--- src/rtl/lzd_pkg.sv ---
// lzd_pkg: shared types and constants for the lz77 token decoder
// state encoding and the command/status bundles between controller and datapath
// no dependencies
package lzd_pkg;

    localparam int OFFSET_W   = 13;
    localparam int LENGTH_W   = 6;
    localparam int BYTE_W     = 8;
    localparam int S_TDATA_W  = 32;
    localparam int M_TDATA_W  = 8;

    localparam logic [BYTE_W-1:0] NO_LITERAL = 8'h00;

    typedef enum logic [1:0] {
        ST_IDLE,
        ST_READ,
        ST_COPY,
        ST_LIT
    } state_t;

    // controller to datapath
    typedef struct packed {
        logic load;
        logic mem_read;
        logic emit_copy;
        logic emit_lit;
    } lzd_cmd_t;

    // datapath to controller
    typedef struct packed {
        logic in_len_zero;
        logic in_lit_zero;
        logic len_one;
        logic lit_zero;
        logic out_free;
    } lzd_stat_t;

endpackage

--- src/rtl/lzd_ctrl.sv ---
// lzd_ctrl: token sequencer for the lz77 token decoder
// walks each token through history reads, copied bytes and the literal
// depends on lzd_pkg
module lzd_ctrl
    import lzd_pkg::*;
(
    input  logic      aclk,
    input  logic      aresetn,
    input  logic      in_valid,
    output logic      in_ready,
    input  lzd_stat_t stat,
    output lzd_cmd_t  cmd
);

    state_t state_reg;
    state_t state_next;

    always_ff @(posedge aclk) begin
        if (!aresetn) begin
            state_reg <= ST_IDLE;
        end else begin
            state_reg <= state_next;
        end
    end

    always_comb begin
        state_next = state_reg;
        case (state_reg)
            ST_IDLE: begin
                if (in_valid) begin
                    if (!stat.in_len_zero) begin
                        state_next = ST_READ;
                    end else if (!stat.in_lit_zero) begin
                        state_next = ST_LIT;
                    end
                end
            end
            ST_READ: begin
                state_next = ST_COPY;
            end
            ST_COPY: begin
                if (stat.out_free) begin
                    if (!stat.len_one) begin
                        state_next = ST_READ;
                    end else if (!stat.lit_zero) begin
                        state_next = ST_LIT;
                    end else begin
                        state_next = ST_IDLE;
                    end
                end
            end
            ST_LIT: begin
                if (stat.out_free) begin
                    state_next = ST_IDLE;
                end
            end
            default: begin
                state_next = ST_IDLE;
            end
        endcase
    end

    always_comb begin
        in_ready      = 1'b0;
        cmd           = '0;
        case (state_reg)
            ST_IDLE: begin
                in_ready = 1'b1;
                cmd.load = in_valid;
            end
            ST_READ: begin
                cmd.mem_read = 1'b1;
            end
            ST_COPY: begin
                cmd.emit_copy = stat.out_free;
            end
            ST_LIT: begin
                cmd.emit_lit = stat.out_free;
            end
            default: begin
                in_ready = 1'b0;
            end
        endcase
    end

endmodule

--- config.mk ---
export PLATFORM = sky130hd
export DESIGN_NAME = lzd_ctrl
export DESIGN_NICKNAME = d
export VERILOG_FILES = /design/src/rtl/lzd_pkg.sv /design/src/rtl/lzd_ctrl.sv
export SDC_FILE = /design/constraint.sdc
export NUM_CORES = 1
export LEC_CHECK = 0
export ABC_AREA = 1
export BUFFER_PORTS_ARGS = -buffer_cell sky130_fd_sc_hd__buf_4
export CAP_MARGIN = 5
export CORE_AREA = 2 2 39 41
export CTS_CLUSTER_SIZE = 28
export DETAILED_ROUTE_END_ITERATION = 6
export DIE_AREA = 0 0 41 43
export GPL_TIMING_DRIVEN = 1
export SLEW_MARGIN = 20
export SYNTH_ARGS = -nofsm -noshare
export SYNTH_HDL_FRONTEND = slang
export SYNTH_SLANG_ARGS = --single-unit
export TNS_END_PERCENT = 100
--- constraint.sdc ---
create_clock -name aclk -period 1.65 [get_ports aclk]
set_input_delay 0.2475 -clock aclk [delete_from_list [all_inputs] [get_ports aclk]]
set_output_delay 0.2475 -clock aclk [all_outputs]
set_load 0.02 [all_outputs]
Yosys cells after proc, flatten, opt, wreduce, memory -nomap -nowiden
Index checks and enable logic that the tools add are counted.
{"block": "totals", "elab_cells": 23, "register_bits": 2, "output_inout_bits": 5, "in_bits": 8}
{"block": "classes", "mux": 13, "n_reduce_logical": 2, "n_eq_ne": 7}
{"cell": "$mux 2", "n": 7}
{"cell": "$pmux 2 s4", "n": 1}
{"cell": "$ne 2x2->1 const B", "n": 3}
{"cell": "$mux 1", "n": 5}
{"cell": "$eq 2x2->1 const B", "n": 2}
{"cell": "$reduce_and 4->1", "n": 1}
{"cell": "$ne 3x3->1 const B", "n": 1}
{"cell": "$eq 2x1->1 const B", "n": 1}
{"cell": "$logic_not 2->1", "n": 1}

Longest topological paths before layout
{"block": "depth", "depth_word": 4, "depth_mapped": 6, "depth_no_buf": 6}

Worst setup path before layout
No wires, ideal clock.
{"block": "synth_timing", "path_type": "reg2out", "start": "reg state_reg[1]", "end": "out cmd[0] in the netlist's numbering", "required_time_ps": 1402, "setup_slack_ps": 420, "t_arrival_ps": 983, "path_buffers": 0, "stages_incl_launch_ff": 3, "path_cell_list": "dfxtp_1 > inv_1 > nor3_1"}
{"item": "start, declared", "line_no": "lzd_ctrl.sv:15", "text": "state_t state_reg;"}
{"item": "start signal, assigned", "line_no": "lzd_ctrl.sv:22", "text": "state_reg <= state_next;"}
{"item": "end, declared", "line_no": "lzd_ctrl.sv:12", "text": "output lzd_cmd_t cmd"}

==> out/results.md <==
| Group | Metric | Reported |
|---|---|---|
| critical path | Register-to-register setup slack | 0.71 ns |
| power and ir drop | Power per unit of standard cell area | 1000 mW/mm^2 |
| cts | Total number of H-tree levels | 1 |
| global route | Tot GR Track Use | 6.01% |
| timing | TNS Setup | 0 ns |
| die | I/O pin count | 13 |
| detailed routing | Drt first pass iters | 1 |
| detailed routing | Ratio of routed vias to standard cells | 3.56 |
| worst hold path | Number of stages on the worst hold path | 3 |
| detailed routing | Number of DRC violations after detailed routing | 0 |
| layout | Diodes inserted | 0 |
| cts | Deepest clock path buffer count | 2 |
| cts | TritonCTS clock tree | yes |
| timing | Number of failing setup endpoints in the final timing report | 0 |
| critical path | Terminus of the critical flop-to-flop path | state_reg[1]$_SDFFE_PN0P_ |
| global route | Antenna violations before repair | 0 |
| critical path | Critical Path Start Type | register |
| synthesis | Number of storage elements in the synthesis netlist | 2 |
| timing | Transition time at the pin with the least slew margin | 0.238 ns |
| cts | CTS sink count | 2 |
| worst hold path | Endpoint, Worst Hold | state_reg[1]$_SDFFE_PN0P_ |
| critical path | Largest fanout on the critical path | 7 |
| power and ir drop | Lkg Pwr | 0.158 nW |
| detailed routing | Remaining antenna violation count after routing | 0 |
| critical path | Endpoint class of the critical path | primary output |
| detailed routing | Number of vias after detailed routing | 217 |
| synthesis | Number of cells produced by synthesis | 30 |
| placement | Cell total after placement | 58 |
| detailed routing | Final wirelength | 464 microns |
| critical path | WP data arrival | 1.13 ns |
| critical path | Worst Path Class, Setup | reg -> out |
| global route | Via count of the first global-routing pass | 190 |
| global route | Global-route wire length before repair | 676 microns |
| power and ir drop | Worst IR Drop VDD | 0.198 mV |
| cts | Post-CTS Setup Repair Bufs | 0 |
| layout | NumNets Final | 55 |
| synthesis | Area share of the largest cell type after synthesis | 24.2% |
| die | Floorplan core area | 0.00138 sq mm |
| run | Number of max-cap violations | 0 |
| outcome | Outcome | complete, no violations |
| synthesis | Mapped cell area | 165 sq um |
| critical path | Worst R2R Start | state_reg[1]$_SDFFE_PN0P_ |
| synthesis | Largest cells by area after synthesis | dfxtp_1 (24%), nand2_1 (18%), inv_1 (11%) |
| timing | Number of max-slew violations in the final report | 0 |
| global route | Overflow left after global routing | 0 |
| critical path | Required time at the worst-slack endpoint | 1.40 ns |
| placement | Number of buffers inserted by port buffering | 12 |
| global route | Pin count of the biggest net entering global routing | 8 |
| cts | Source-to-sink clock delay at the later pin of the worst-skew pair | 0.23 ns |
| detailed routing | Met3 WL | 48 microns |
| layout | Count of non-filler cells in the finished layout | 61 |
| synthesis | Count of unique library cells instantiated by Yosys | 12 |
| timing | Slew margin rel. | 84.1% |
| synthesis | Mean instance size in the synthesized netlist | 5.51 sq um |
| die | Die boundary width | 41 microns |
| timing | Clock Skew | 0.00441 ns |
| synthesis | Sequential fraction of the synthesis area | 24.2% |
| timing | Final critical-path required period | 1.37 ns |
| cts | Cts hold-fix bufs | 0 |
| synthesis | Post-synthesis net count | 38 |
| critical path | Number of cells on the worst reg-to-reg path | 5 |
| detailed routing | Met1 Wirelength | 175 microns |
| placement | DP HPWL | 390 microns |
| detailed routing | Iteration-0 DRC Markers | 0 |
| layout | Final core area utilization | 21.5% |
| detailed routing | Uppermost routed layer | met3 |
| cts | Number of gates given a new drive strength after cts | 0 |
| timing | Fin. Hold Viols | 0 |
| layout | Largest register FFs | 2 |
| timing | RSZ-0062 raised after global routing | false |
| layout | Area delta synth->final | 80.3% |
| die | Number of placement rows | 14 |
| die | Die Footprint | 0.00176 sq mm |
| cts | Number of buffers added by the clock tree synthesis step | 3 |
| cts | Clock root buffer | clkbuf_4 |
| die | Vertical die dimension | 43 microns |
| cts | Clock-pin transition on the worst setup and hold timing paths | 0.03 ns |
| worst hold path | Hold Path Class | in -> reg |
| timing | Share of the clock period used by the worst path after layout | 83.2% |
| timing | Maximum clock rate | 728 MHz |
| die | Starting utilization of the core area | 11.9% |
| layout | Share of final-layout standard cells stronger than drive strength 1 | 40.0% |
| synthesis | Warnings, synthesis | 0 |
| placement | Gp weighted congestion | 0.723 |
| detailed routing | Avg WL per Cell | 7.61 microns |
| synthesis | Post-synth top area cell | dfxtp_1 |
| worst hold path | Hold Crit Start | aresetn |
| detailed routing | Wire length on met2 | 241 microns |
[worst max-delay path by stage]
stage | from | endpoint | slack [ns] | cells after the start
global placement | state_reg[1]$_SDFFE_PN0P_ | cmd[1] | 0.50 | 3
detailed placement | state_reg[1]$_SDFFE_PN0P_ | cmd[0] | 0.51 | 3
global route | state_reg[1]$_SDFFE_PN0P_ | cmd[1] | 0.19 | 3
floorplan | state_reg[1]$_SDFFE_PN0P_ | cmd[0] | 0.42 | 2
finish | state_reg[1]$_SDFFE_PN0P_ | cmd[0] | 0.28 | 3
CTS | state_reg[1]$_SDFFE_PN0P_ | cmd[0] | 0.26 | 3
[layer usage]
layer	vias to the layer above	GRT usage, %
met1	89	6.07
met4	0	6.00
met3	0	3.14
met5	-	0
met2	6	8.13
li1	122	-
[where the power goes]
group / internal, mW / switching (mW)
clock: 0.0804 / 0.0290
sequential: 0.0570 / 0.0140
combinational: 0.0530 / 0.0654
total: 0.190 / 0.108
[kinds of logic after synthesis]
group / count (synthesis) / share of synthesized area (%)
DFF: 2 / 24.2
buffers and inverters: 6 / 13.6
and+or+nand+nor: 19 / 50.8
AOI/OAI and AO/OA: 3 / 11.4
[cells in the mapped netlist, drive strengths merged]
cell type   n
nand3       1
inv         5
o21ai       1
nor3b       1
dfxtp       2
nor2        5
clkinv      1
a21oi       2
nor3        2
nand2      10
[critical path, cell delays in order, from the launching register on]
cell     delay (ns)
dfxtp_1        0.44
inv_1          0.11
nor3_1         0.19
buf_4          0.17
[cell usage in the layout (no fill, tap or decap)]
master / Yosys / final
nand2_2: 2 / 2
clkbuf_4: 0 / 3
a21oi_1: 1 / 1
nand2_1: 8 / 8
nand3_1: 1 / 1
nor2_1: 5 / 5
clkinv_1: 1 / 1
dfxtp_1: 2 / 2
inv_1: 5 / 5
a21oi_2: 1 / 1
o21ai_0: 1 / 1
nor3_1: 2 / 2
buf_4: 0 / 12
nor3b_1: 1 / 1
[per-stage QoR]
stage	cell area (sq um)	total power, mW	hold slack [ns]	setup WS [ns]
6_report	298	0.299	0.271	0.276
5_1_grt	298	0.324	0.297	0.187
4_1_cts	298	0.307	0.263	0.261
3_5_place_dp	275	0.192	0.499	0.512
3_3_place_gp	275	0.191	0.498	0.501
2_1_floorplan	165	0.141	0.388	0.420
[cell type report]
type / count / area, sq um
sequential: 2 / 40.0
inverter: 6 / 22.5
timing repair buffer: 12 / 90.1
multi-input combinational: 22 / 103
fill: 159 / 1090
tap: 16 / 20.0
clock buffer: 3 / 22.5
No activity file was read; power rests on OpenSTA's default activity.
